File: src/design/ads_pkg.sv
// Package for the adaptive delta sample decoder.
// Holds the parse phase enum, the queue item and control structs, and shared constants.
// No dependencies.
`default_nettype none

package ads_pkg;

    localparam int SAMPLE_W    = 16;
    localparam int CFG_W       = 24;
    localparam int QUEUE_DEPTH = 4;
    localparam int QUEUE_AW    = 2;

    // configuration register indexes
    localparam logic [1:0] CFG_WIDE  = 2'd0;
    localparam logic [1:0] CFG_PRED  = 2'd1;
    localparam logic [1:0] CFG_COUNT = 2'd2;

    typedef enum logic [1:0] {
        PH_DATA,
        PH_CONT,
        PH_LOW
    } t_phase;

    // one finished code word on its way to the back end
    typedef struct packed {
        logic [SAMPLE_W-1:0] code;
        logic                last;
    } t_code_item;

    // mode and restart control from the register file
    typedef struct packed {
        logic             restart;
        logic             wide;
        logic             use_pred;
        logic [CFG_W-1:0] count;
    } t_ctrl;

endpackage

`default_nettype wire

File: src/design/adaptive_delta_sample_decoder.sv
// Top level of the adaptive delta sample decoder: configuration registers,
// front end, code word queue and back end. Depends on ads_pkg and the ads_* modules.
//
// Usage:
// - Input channel (i_in_valid / o_in_ready / i_stream_byte): one compressed
//   byte per item, parsed MSB first at one bit per cycle unless a full queue
//   stalls the front end; the next byte is taken on the cycle the last
//   bit is parsed.
// - Output channel (o_out_valid / i_out_ready): 0 to 3 samples per byte,
//   each with o_final_sample set on the last sample of the configured count.
//   A sample reaches the output through the queue and then the output
//   register.
// - The back end takes a new code word as the last sample is taken; with
//   prediction enabled the saturated prediction is first formed in a separate step.
// - A 4-entry code word queue decouples the two halves: a stalled receiver
//   first fills the queue, then the front end holds on the bit that
//   completes a code word, and finally o_in_ready drops.
// - Configuration: i_cfg_we / i_cfg_index / i_cfg_data, write only, taken
//   at once. Writing any of the three registers restarts decoding with the
//   current mode and reloads the sample counter; an unused index is ignored.
// - Reset: synchronous on i_rst_n low; 8-bit mode, no prediction, count 0.
//   With the count at zero every byte is taken and dropped.
`default_nettype none

module adaptive_delta_sample_decoder #(
    parameter int COUNT_BITS = 24
) (
    input  wire         i_clk,
    input  wire         i_rst_n,
    input  wire         i_cfg_we,
    input  wire  [1:0]  i_cfg_index,
    input  wire  [23:0] i_cfg_data,
    input  wire         i_in_valid,
    output logic        o_in_ready,
    input  wire  [7:0]  i_stream_byte,
    output logic        o_out_valid,
    input  wire         i_out_ready,
    output logic [15:0] o_sample_value,
    output logic        o_final_sample
);
    import ads_pkg::*;

    logic             r_wide, n_wide;
    logic             r_use_pred, n_use_pred;
    logic [CFG_W-1:0] r_count, n_count;
    logic             restart;
    t_ctrl            ctrl;

    t_code_item       push_item, head_item;
    logic             push, pop, q_empty, q_full;

    // register file; the new values go straight to the units so a restart
    // sees the value being written
    always_comb begin
        n_wide     = r_wide;
        n_use_pred = r_use_pred;
        n_count    = r_count;
        restart    = 1'b0;
        if (i_cfg_we) begin
            unique case (i_cfg_index)
                CFG_WIDE: begin
                    n_wide  = i_cfg_data[0];
                    restart = 1'b1;
                end
                CFG_PRED: begin
                    n_use_pred = i_cfg_data[0];
                    restart    = 1'b1;
                end
                CFG_COUNT: begin
                    n_count = i_cfg_data;
                    restart = 1'b1;
                end
                default: begin
                    restart = 1'b0;
                end
            endcase
        end
    end

    always_ff @(posedge i_clk) begin
        if (!i_rst_n) begin
            r_wide     <= 1'b0;
            r_use_pred <= 1'b0;
            r_count    <= '0;
        end else begin
            r_wide     <= n_wide;
            r_use_pred <= n_use_pred;
            r_count    <= n_count;
        end
    end

    assign ctrl.restart  = restart;
    assign ctrl.wide     = n_wide;
    assign ctrl.use_pred = n_use_pred;
    assign ctrl.count    = n_count;

    ads_front #(
        .COUNT_BITS(COUNT_BITS)
    ) u_front (
        .i_clk         (i_clk),
        .i_rst_n       (i_rst_n),
        .i_ctrl        (ctrl),
        .i_in_valid    (i_in_valid),
        .o_in_ready    (o_in_ready),
        .i_stream_byte (i_stream_byte),
        .i_q_full      (q_full),
        .o_push        (push),
        .o_item        (push_item)
    );

    ads_queue u_queue (
        .i_clk   (i_clk),
        .i_rst_n (i_rst_n),
        .i_clear (restart),
        .i_push  (push),
        .i_item  (push_item),
        .i_pop   (pop),
        .o_item  (head_item),
        .o_empty (q_empty),
        .o_full  (q_full)
    );

    ads_back u_back (
        .i_clk          (i_clk),
        .i_rst_n        (i_rst_n),
        .i_ctrl         (ctrl),
        .i_item         (head_item),
        .i_q_empty      (q_empty),
        .o_pop          (pop),
        .o_out_valid    (o_out_valid),
        .i_out_ready    (i_out_ready),
        .o_sample_value (o_sample_value),
        .o_final_sample (o_final_sample)
    );

endmodule

`default_nettype wire

File: src/design/ads_front.sv
// Front end: takes stream bytes, walks them one bit per cycle unless a full queue
// stalls it, through the prefix/low-part parser and pushes finished code words. Depends on ads_pkg.
`default_nettype none

module ads_front #(
    parameter int COUNT_BITS = 24
) (
    input  wire                 i_clk,
    input  wire                 i_rst_n,
    input  ads_pkg::t_ctrl      i_ctrl,
    input  wire                 i_in_valid,
    output logic                o_in_ready,
    input  wire  [7:0]          i_stream_byte,
    input  wire                 i_q_full,
    output logic                o_push,
    output ads_pkg::t_code_item o_item
);
    import ads_pkg::*;

    logic [7:0]            r_byte;
    logic [3:0]            r_bits_left;
    t_phase                r_phase, n_phase;
    logic                  r_grp, n_grp;
    logic [3:0]            r_low_left, n_low_left;
    logic [3:0]            r_lw, n_lw;
    logic [SAMPLE_W-1:0]   r_code;
    logic [COUNT_BITS-1:0] r_left;

    logic                  bit_in, per2, shift_in, done;
    logic                  active, stall, step;
    logic [SAMPLE_W-1:0]   mask, code_word;
    logic [3:0]            top;
    logic [4:0]            lw_sum;

    assign bit_in = r_byte[7];
    assign per2   = i_ctrl.wide && (r_lw < 4'd5);
    assign mask   = i_ctrl.wide ? 16'hFFFF : 16'h00FF;
    assign active = (r_bits_left != 4'd0) && (r_left != '0);
    assign stall  = active && done && i_q_full;
    assign step   = (r_bits_left != 4'd0) && !stall;
    assign o_in_ready = (r_bits_left == 4'd0) || ((r_bits_left == 4'd1) && step);

    // parser next state
    always_comb begin
        n_phase    = r_phase;
        n_grp      = r_grp;
        n_low_left = r_low_left;
        done       = 1'b0;
        shift_in   = 1'b0;
        unique case (r_phase)
            PH_DATA: begin
                shift_in = 1'b1;
                if (!per2 || r_grp) begin
                    n_grp   = 1'b0;
                    n_phase = PH_CONT;
                end else begin
                    n_grp = 1'b1;
                end
            end
            PH_CONT: begin
                if (bit_in) begin
                    n_phase = PH_DATA;
                end else begin
                    n_low_left = r_lw;
                    n_phase    = PH_LOW;
                    done       = (r_lw == 4'd0);
                end
            end
            PH_LOW: begin
                shift_in = 1'b1;
                if (r_low_left != 4'd0) begin
                    n_low_left = r_low_left - 4'd1;
                end
                done = (r_low_left <= 4'd1);
            end
            default: begin
                n_phase = PH_DATA;
            end
        endcase
        if (done) begin
            n_phase    = PH_DATA;
            n_grp      = 1'b0;
            n_low_left = 4'd0;
        end
    end

    // code word and next low-part width (top set bit at 2 or above, else 1)
    always_comb begin
        code_word = shift_in ? ({r_code[SAMPLE_W-2:0], bit_in} & mask) : r_code;
        top = 4'd1;
        for (int i = 2; i < SAMPLE_W; i++) begin
            if (code_word[i]) begin
                top = 4'(i);
            end
        end
        lw_sum = {1'b0, r_lw} + {1'b0, top};
        n_lw   = lw_sum[4:1];
    end

    assign o_push      = step && active && done;
    assign o_item.code = code_word;
    assign o_item.last = (r_left == COUNT_BITS'(1));

    always_ff @(posedge i_clk) begin
        if (!i_rst_n) begin
            r_bits_left <= 4'd0;
            r_phase     <= PH_DATA;
            r_grp       <= 1'b0;
            r_low_left  <= 4'd0;
            r_lw        <= 4'd4;
            r_code      <= '0;
            r_left      <= '0;
        end else if (i_ctrl.restart) begin
            r_bits_left <= 4'd0;
            r_phase     <= PH_DATA;
            r_grp       <= 1'b0;
            r_low_left  <= 4'd0;
            r_lw        <= i_ctrl.wide ? 4'd8 : 4'd4;
            r_code      <= '0;
            r_left      <= COUNT_BITS'(i_ctrl.count);
        end else begin
            if (i_in_valid && o_in_ready) begin
                r_bits_left <= 4'd8;
            end else if (step) begin
                r_bits_left <= r_bits_left - 4'd1;
            end
            if (step && active) begin
                r_phase    <= n_phase;
                r_grp      <= n_grp;
                r_low_left <= n_low_left;
                r_code     <= done ? '0 : code_word;
                if (done) begin
                    r_lw   <= n_lw;
                    r_left <= r_left - COUNT_BITS'(1);
                end
            end
        end
    end

    always_ff @(posedge i_clk) begin
        if (i_in_valid && o_in_ready) begin
            r_byte <= i_stream_byte;
        end else if (step) begin
            r_byte <= {r_byte[6:0], 1'b0};
        end
    end

    a_bits_range: assert property (@(posedge i_clk) disable iff (!i_rst_n)
        r_bits_left <= 4'd8) else $error("front bit counter out of range");
    // a mode write may land while a two-bit group is half taken; it clears it
    a_grp_wide: assert property (@(posedge i_clk) disable iff (!i_rst_n)
        r_grp |-> (r_phase == PH_DATA) && (i_ctrl.wide || i_ctrl.restart))
        else $error("second group bit outside wide data phase");

endmodule

`default_nettype wire

File: src/design/ads_queue.sv
// Short queue of finished code words between front and back end.
// Depends on ads_pkg.
`default_nettype none

module ads_queue (
    input  wire                 i_clk,
    input  wire                 i_rst_n,
    input  wire                 i_clear,
    input  wire                 i_push,
    input  ads_pkg::t_code_item i_item,
    input  wire                 i_pop,
    output ads_pkg::t_code_item o_item,
    output logic                o_empty,
    output logic                o_full
);
    import ads_pkg::*;

    t_code_item            r_mem [QUEUE_DEPTH];
    logic [QUEUE_AW-1:0]   r_wr, r_rd;
    logic [QUEUE_AW:0]     r_cnt;

    assign o_empty = (r_cnt == '0);
    assign o_full  = (r_cnt == (QUEUE_AW + 1)'(QUEUE_DEPTH));
    assign o_item  = r_mem[r_rd];

    always_ff @(posedge i_clk) begin
        if (!i_rst_n || i_clear) begin
            r_wr  <= '0;
            r_rd  <= '0;
            r_cnt <= '0;
        end else begin
            if (i_push) begin
                r_wr <= r_wr + QUEUE_AW'(1);
            end
            if (i_pop) begin
                r_rd <= r_rd + QUEUE_AW'(1);
            end
            if (i_push && !i_pop) begin
                r_cnt <= r_cnt + (QUEUE_AW + 1)'(1);
            end else if (i_pop && !i_push) begin
                r_cnt <= r_cnt - (QUEUE_AW + 1)'(1);
            end
        end
    end

    always_ff @(posedge i_clk) begin
        if (i_push) begin
            r_mem[r_wr] <= i_item;
        end
    end

    a_no_overflow: assert property (@(posedge i_clk) disable iff (!i_rst_n)
        r_cnt <= (QUEUE_AW + 1)'(QUEUE_DEPTH)) else $error("queue over capacity");

endmodule

`default_nettype wire

File: src/design/ads_back.sv
// Back end: turns code words into deltas, adds them to the previous sample or
// the saturated second-order prediction, and holds the output register. Uses ads_pkg.
`default_nettype none

module ads_back (
    input  wire                  i_clk,
    input  wire                  i_rst_n,
    input  ads_pkg::t_ctrl       i_ctrl,
    input  ads_pkg::t_code_item  i_item,
    input  wire                  i_q_empty,
    output logic                 o_pop,
    output logic                 o_out_valid,
    input  wire                  i_out_ready,
    output logic [15:0]          o_sample_value,
    output logic                 o_final_sample
);
    import ads_pkg::*;

    logic                r_out_valid, r_out_final, r_pend;
    logic [SAMPLE_W-1:0] r_out_value, r_prev, r_pred, r_samp, r_half;

    logic [SAMPLE_W-1:0] mask, delta, half, base, sample;
    logic signed [18:0]  s_ext, h_ext, p_ext, nx, lim, sat;

    function automatic logic signed [18:0] sext(input logic [SAMPLE_W-1:0] v,
                                                input logic wide);
        return wide ? $signed({{3{v[15]}}, v}) : $signed({{11{v[7]}}, v[7:0]});
    endfunction

    assign mask = i_ctrl.wide ? 16'hFFFF : 16'h00FF;
    assign o_pop = !i_q_empty && !r_pend && (!r_out_valid || i_out_ready);

    always_comb begin
        delta = {1'b0, i_item.code[SAMPLE_W-1:1]};
        if (!i_item.code[0]) begin
            delta = ~delta & mask;
        end
        // arithmetic shift right at sample width
        half = (delta >> 1) | (delta & (i_ctrl.wide ? 16'h8000 : 16'h0080));
        base   = i_ctrl.use_pred ? r_pred : r_prev;
        sample = (delta + base) & mask;
    end

    // prediction update, in the cycle after the sample is formed
    always_comb begin
        s_ext = sext(r_samp, i_ctrl.wide);
        h_ext = sext(r_half, i_ctrl.wide);
        p_ext = sext(r_prev, i_ctrl.wide);
        nx    = (s_ext <<< 1) + h_ext - p_ext;
        lim   = i_ctrl.wide ? 19'sd32767 : 19'sd127;
        if (nx > lim) begin
            sat = lim;
        end else if (nx < -lim - 19'sd1) begin
            sat = -lim - 19'sd1;
        end else begin
            sat = nx;
        end
    end

    always_ff @(posedge i_clk) begin
        if (!i_rst_n || i_ctrl.restart) begin
            r_out_valid <= 1'b0;
            r_pend      <= 1'b0;
            r_prev      <= '0;
            r_pred      <= '0;
        end else begin
            if (o_pop) begin
                r_out_valid <= 1'b1;
            end else if (i_out_ready) begin
                r_out_valid <= 1'b0;
            end
            if (r_pend) begin
                r_pred <= sat[SAMPLE_W-1:0] & mask;
                r_prev <= r_samp;
                r_pend <= 1'b0;
            end else if (o_pop) begin
                if (i_ctrl.use_pred) begin
                    r_pend <= 1'b1;
                end else begin
                    r_prev <= sample;
                end
            end
        end
    end

    always_ff @(posedge i_clk) begin
        if (o_pop) begin
            r_out_value <= sample;
            r_out_final <= i_item.last;
            r_samp      <= sample;
            r_half      <= half;
        end
    end

    assign o_out_valid    = r_out_valid;
    assign o_sample_value = r_out_value;
    assign o_final_sample = r_out_final;

    a_pend_pred: assert property (@(posedge i_clk) disable iff (!i_rst_n)
        r_pend |-> i_ctrl.use_pred) else $error("prediction step without prediction mode");
    a_narrow_out: assert property (@(posedge i_clk) disable iff (!i_rst_n)
        (r_out_valid && !i_ctrl.wide) |-> (r_out_value[15:8] == 8'h00))
        else $error("upper byte set in 8-bit mode");

endmodule

`default_nettype wire

File: config.mk
export PLATFORM = sky130hd
export DESIGN_NAME = adaptive_delta_sample_decoder
export DESIGN_NICKNAME = d
export VERILOG_FILES = /design/src/design/ads_pkg.sv /design/src/design/adaptive_delta_sample_decoder.sv /design/src/design/ads_front.sv /design/src/design/ads_queue.sv /design/src/design/ads_back.sv
export SDC_FILE = /design/constraint.sdc
export NUM_CORES = 1
export LEC_CHECK = 0
export ABC_AREA = 1
export BUFFER_PORTS_ARGS = -buffer_cell sky130_fd_sc_hd__buf_2
export CAP_MARGIN = 20
export CORE_ASPECT_RATIO = 1.75
export CORE_MARGIN = 2
export CORE_UTILIZATION = 60
export CTS_CLUSTER_DIAMETER = 80
export CTS_CLUSTER_SIZE = 28
export DETAILED_ROUTE_END_ITERATION = 6
export GPL_ROUTABILITY_DRIVEN = 0
export GPL_TIMING_DRIVEN = 0
export PLACE_DENSITY = 0.78
export REMOVE_ABC_BUFFERS = 1
export SKIP_LAST_GASP = 1
export SLEW_MARGIN = 5
export SYNTH_ARGS = -nofsm -noshare
export SYNTH_HDL_FRONTEND = slang
export SYNTH_SLANG_ARGS = --single-unit
File: constraint.sdc
create_clock -name i_clk -period 7.06 [get_ports i_clk]
set_input_delay 0.706 -clock i_clk [delete_from_list [all_inputs] [get_ports i_clk]]
set_output_delay 0.706 -clock i_clk [all_outputs]
set_load 0.01 [all_outputs]
==> impl_metrics.toml, run 1 <==
[sta]
finalSetupViolCount = 0
final_clock_period_utilization_by_the_worst_path = 0.939
finClkSkew_ps = 31.1
finalMaxSlewViolations = 0
finalHoldViolations = 0
rsz_0062_raised_after_global_routing = "false"
worst_slew_pin_slew_ps = 1010
final_period_minus_worst_setup_slack_ps = 6630
max_slew_margin = 0.328
max_freq_mhz = 151

[run]
count_of_maximum_capacitance_violations = 0

[critical_path]
cp_data_required_time_ps = 7440
cp_data_arrival_time_ps = 7010
r2r_cells = 30
critical_path.most_common_cell = "nand2_1"
crit_path_start_kind = "primary input"
timing.critical_path.slowest_cell_delay_ps = 500
r2r-start = "r_wide"
critical_path.max_fanout = 42
crit_path_slowest_cell = "fa_1"
worst_r2r_endpoint = "u_back.r_pred[2]"
crit_path_category = "primary input to flip-flop"
worst-r2r-setup-slack_ps = 780
critical_path_sink_type = "flip-flop"

[run_status]
status = "complete, no violations"

[global_route]
grt_usage = 0.265
pin_count_of_the_biggest_net_entering_global_routing = 54
grt_first_pass_wirelength_um = 48600
met3_usage = 0.0202
overflow = 0
groute.layer.met2.usage = 0.531
grt_most_used_layer = "met2"
antenna_found_initial = 0
grt_pass1_vias = 10700
use_met1 = 0.254

[clock_tree]
h-tree-depth = 1
cts_num_sinks = 232
cts-root-buf = "clkbuf_16"
worst_setup_hold_path_clk_slew_ps = 110
cts_hold_buffers = 0
clock_latency_ps = 490
cts_tree = "built"
max-clock-path-buffers = 3
cts_buffers = 12

[die]
floorplan.initialDensity = 0.607
num_rows = 71
die_w_um = 115
die-area_um2 = 22800
chipHeight_um = 198
io_pins = 58
core_area_um2 = 21300

[logic_synthesis]
synth_enable_flop_cells = 108
synth_top_area_frac = 0.251
yosysTopAreaCell = "edfxtp_1"
cell_types_occupying_the_most_area_after_synthesis = "edfxtp_1, dfxtp_1, nand2_1"
synth_area_um2 = 12900
ys_async_sr_fraction = 0
ys_dominant_reg_cell = "dfxtp_1"
synth-warning-count = 0
syn-mean-instance-area_um2 = 8.34
synth_sequential_area_ratio = 0.442
yosys_reg_bits = 232
number_of_distinct_library_cells_after_synthesis = 59
synth_cells = 1552

[cells_and_area]
layout.cells.most_common = "nand2_1"
finish.net_count = 1707
areaGrowthSynthToFinish_pct = 7.55
antennaDiodeCount = 0
drive_above_1_share = 0.0807
final_area_um2 = 13900
layout.cells.most_common_list = "nand2_1, inv_1, nor2_1, a21oi_1, dfxtp_1"

[routing]
initialDrtViolationCount = 524
antenna_viol_nets_final = 0
dr.pass1.iters = 5
routedWlPerCell_um = 16.1
route.vias.total = 10500
detail_route.drc_violations = 0
routed_wl_um = 29600
detail_route.vias_per_cell = 5.69

[placement]
placement.io_buffers = 57
placedInstanceArea_um2 = 13500
dpl.hpwl_um = 22500

[worst_hold_path]
holdCritStartpoint = "i_cfg_data[8]"
hold-path-cell-count = 3
holdPathEnd = "r_count[8]"
worst_min_path_class = "primary input to flip-flop"
==> cell type report <==
cell class              instances  area (um2)
clock buffers                  18         344
inverters                     182         693
repair buffers                 69         493
clock inverters                 1        20.0
flip-flops and latches        232        5730
fillers                      1779        7400
well taps                     255         319
multi-input cells            1085        6320
==> worst max path at each step <==
| stage | start | slack, ps | end |
|---|---|---|---|
| 2_1_floorplan | i_cfg_we | 1320 | u_back.r_pred[7] |
| 3_3_place_gp | i_cfg_we | -900 | u_back.r_pred[2] |
| 3_5_place_dp | i_cfg_we | -370 | u_back.r_pred[2] |
| 4_1_cts | i_cfg_we | 130 | u_back.r_pred[2] |
| 5_1_grt | i_cfg_we | 90 | u_back.r_pred[7] |
| 6_report | i_cfg_we | 430 | u_back.r_pred[2] |
==> timing repair <==
action,4_1_cts,5_1_grt
setup endpoints to repair,0,15
setup buffers,0,0
gates resized for setup,0,2
==> stage by stage <==
| stage | TNS (ps) | utilization | hold WS [ps] | setup WS (ps) | std cells |
|---|---|---|---|---|---|
| after floorplan | 0 | - | 434 | 1320 | 1499 |
| after global placement | -10790 | 0.624 | 446 | -902 | 1811 |
| after detailed placement | -2760 | 0.634 | 461 | -366 | 1821 |
| after CTS | 0 | 0.651 | 462 | 132 | 1840 |
| after global routing | 0 | 0.653 | 472 | 94.2 | 1842 |
| final | 0 | 0.653 | 468 | 429 | 1842 |
==> synthesized netlist by cell type (all sizes together), types with 12 or more instances <==
cell	instances
xnor2	24
nor2	172
dfxtp	124
ha	66
xor2	27
nand2	308
a21oi	144
a31oi	15
fa	20
o22ai	18
buf	12
edfxtp	108
clkbuf	41
a211oi	16
nand3	52
nor3	14
mux2i	20
inv	180
o21ai	124
==> cell families (layout without fill, tap and decap cells) <==
| logic type | Yosys count | count (layout) | synth area share |
|---|---|---|---|
| AO/OA/AOI/OAI | 349 | 349 | 0.149 |
| XOR/XNOR | 51 | 51 | 0.0345 |
| adder cells (fa/ha/maj) | 86 | 86 | 0.0947 |
| buffers and inverters | 235 | 270 | 0.0716 |
| flip-flops | 232 | 232 | 0.442 |
| multiplexers | 27 | 27 | 0.0233 |
| AND/OR/NAND/NOR | 572 | 572 | 0.184 |
==> metal layers <==
layer  vias to the layer above  wire length (um)
li1                       5238                 -
met1                      4897             10500
met2                       234             16800
met3                       106               701
met4                         0              1690
met5                         -                 0
==> flip-flops by register name, summed over array words and instances, names as in the netlist, 15 cells and up, named ones only <==
| register | flops |
|---|---|
| u_back.r_samp | 16 |
| r_count | 24 |
| u_front.r_left | 24 |
| u_back.r_half | 15 |
| u_queue.r_mem | 68 |
| u_back.r_pred | 16 |
| u_back.r_prev | 16 |
| u_front.r_code | 16 |
==> critical path, delay by kind of cell <==
family | cells | cell delay [ps]
buf+inv | 6 | 840
fa+ha+maj | 3 | 1170
simple gates | 19 | 3430
compound gates | 3 | 530
xor+xnor | 1 | 320
Power of run 1 is left out: the tool's default activity adds up to more than one toggle a clock period on the data nets, which glitch-free logic cannot reach.
==> run 2, diff against run 1 <==
Settings changed: GPL_TIMING_DRIVEN 0 to 1.
==> impl_metrics.toml, run 2 (synthesis results as in run 1) <==
[run]
count_of_maximum_capacitance_violations = 0

[routing]
initialDrtViolationCount = 737
routed_wl_um = 31500
detail_route.vias_per_cell = 5.79
detail_route.drc_violations = 0
routedWlPerCell_um = 17.1
dr.pass1.iters = 6
route.vias.total = 10700
antenna_viol_nets_final = 0

[global_route]
grt_usage = 0.279
antenna_found_initial = 0
pin_count_of_the_biggest_net_entering_global_routing = 54
overflow = 0
grt_pass1_vias = 10600
grt_first_pass_wirelength_um = 50400

[critical_path]
crit_path_category = "primary input to flip-flop"
timing.critical_path.slowest_cell_delay_ps = 460
critical_path.most_common_cell = "nand2_1"
cp_data_required_time_ps = 7470
crit_path_start_kind = "primary input"
cp_data_arrival_time_ps = 6000
crit_path_slowest_cell = "fa_1"
critical_path_sink_type = "flip-flop"
critical_path.max_fanout = 41

[clock_tree]
cts_tree = "built"
cts_num_sinks = 232
h-tree-depth = 1
cts_hold_buffers = 0
clock_latency_ps = 490
cts-root-buf = "clkbuf_16"
cts_resized = 0
worst_setup_hold_path_clk_slew_ps = 110
max-clock-path-buffers = 3
cts_buffers = 12
post-cts-setup-buffer-count = 0

[cells_and_area]
drive_above_1_share = 0.0799
layout.cells.most_common = "nand2_1"
largest_register_ff_count = 68
finish.net_count = 1709
layout.cells.most_common_list = "nand2_1, inv_1, nor2_1, a21oi_1, dfxtp_1"
largest-register = "u_queue.r_mem"
areaGrowthSynthToFinish_pct = 6.62
reg.largest.list = "u_queue.r_mem x68, r_count x24, u_front.r_left x24"
antennaDiodeCount = 0
fin_cells = 1845

[die]
floorplan.initialDensity = 0.607
chipHeight_um = 198
core_area_um2 = 21300
die-area_um2 = 22800
num_rows = 71
io_pins = 58
die_w_um = 115

[run_status]
status = "complete, no violations"

[placement]
dpl.cell_count = 1825
dpl.hpwl_um = 23700
placement.io_buffers = 57

[sta]
finClkSkew_ps = 24.4
finalHoldViolations = 0
finalMaxSlewViolations = 0
rsz_0062_raised_after_global_routing = "false"
fin_tns_setup_ps = 0
finalSetupViolCount = 0
max_slew_margin = 0.315
worst_slew_pin_slew_ps = 1030
max_freq_mhz = 179
final_period_minus_worst_setup_slack_ps = 5580
final_clock_period_utilization_by_the_worst_path = 0.791

[worst_hold_path]
worst_min_path_class = "flip-flop to flip-flop"
[run 2: changes by cell type in the layout (fill, tap and decap cells not counted)]
cell      change
nor2_1        +2
clkbuf_4      -1
buf_8         -5
nand2_1       +1
nor2_2        -2
nand2_8       -1
buf_16        -4
clkbuf_1      +1
buf_4        +12
[run 2: final timing paths]
kind / start / to / slack [ps] / cells after the start
max: i_cfg_we / u_back.r_pred[7] / 1480 / 30
min reg2reg: u_front.r_code[15] / u_front.r_code[15] / 470 / 2
max reg2reg: r_wide / u_back.r_pred[7] / 1760 / 28
min: u_front.r_code[15] / u_front.r_code[15] / 470 / 2
[run 2: cell type report]
class,instances,area (um2)
Sequential cell,232,5730
Tap cell,255,319
Clock inverter,1,20.0
Multi-Input combinational cell,1085,6300
Fill cell,1795,7520
Clock buffer,19,348
Timing Repair Buffer,71,390
Inverter,182,693
[run 2: worst max-delay path, delay by kind of cell]
kind            cells  cell delay [ps]
fa+ha+maj           3             1060
buf+inv             4              630
simple gates       16             2150
compound gates      6             1110
xor+xnor            1              310
[run 2: through the flow]
step	setup slack [ps]	area (um2)	utilization	hold slack (ps)
after floorplan	1320	12700	-	434
after global placement	1390	13400	0.630	455
after detailed placement	1150	13400	0.630	459
after CTS	1650	13800	0.647	468
after global routing	830	13800	0.647	491
final	1480	13800	0.647	469
[run 2: routing by layer]
layer | share of wire | track usage
met1 | 0.35 | 0.276
met2 | 0.55 | 0.548
met3 | 0.037 | 0.0275
met4 | 0.059 | 0.158
met5 | 0 | 0
Power of run 2 is left out for the same reason.
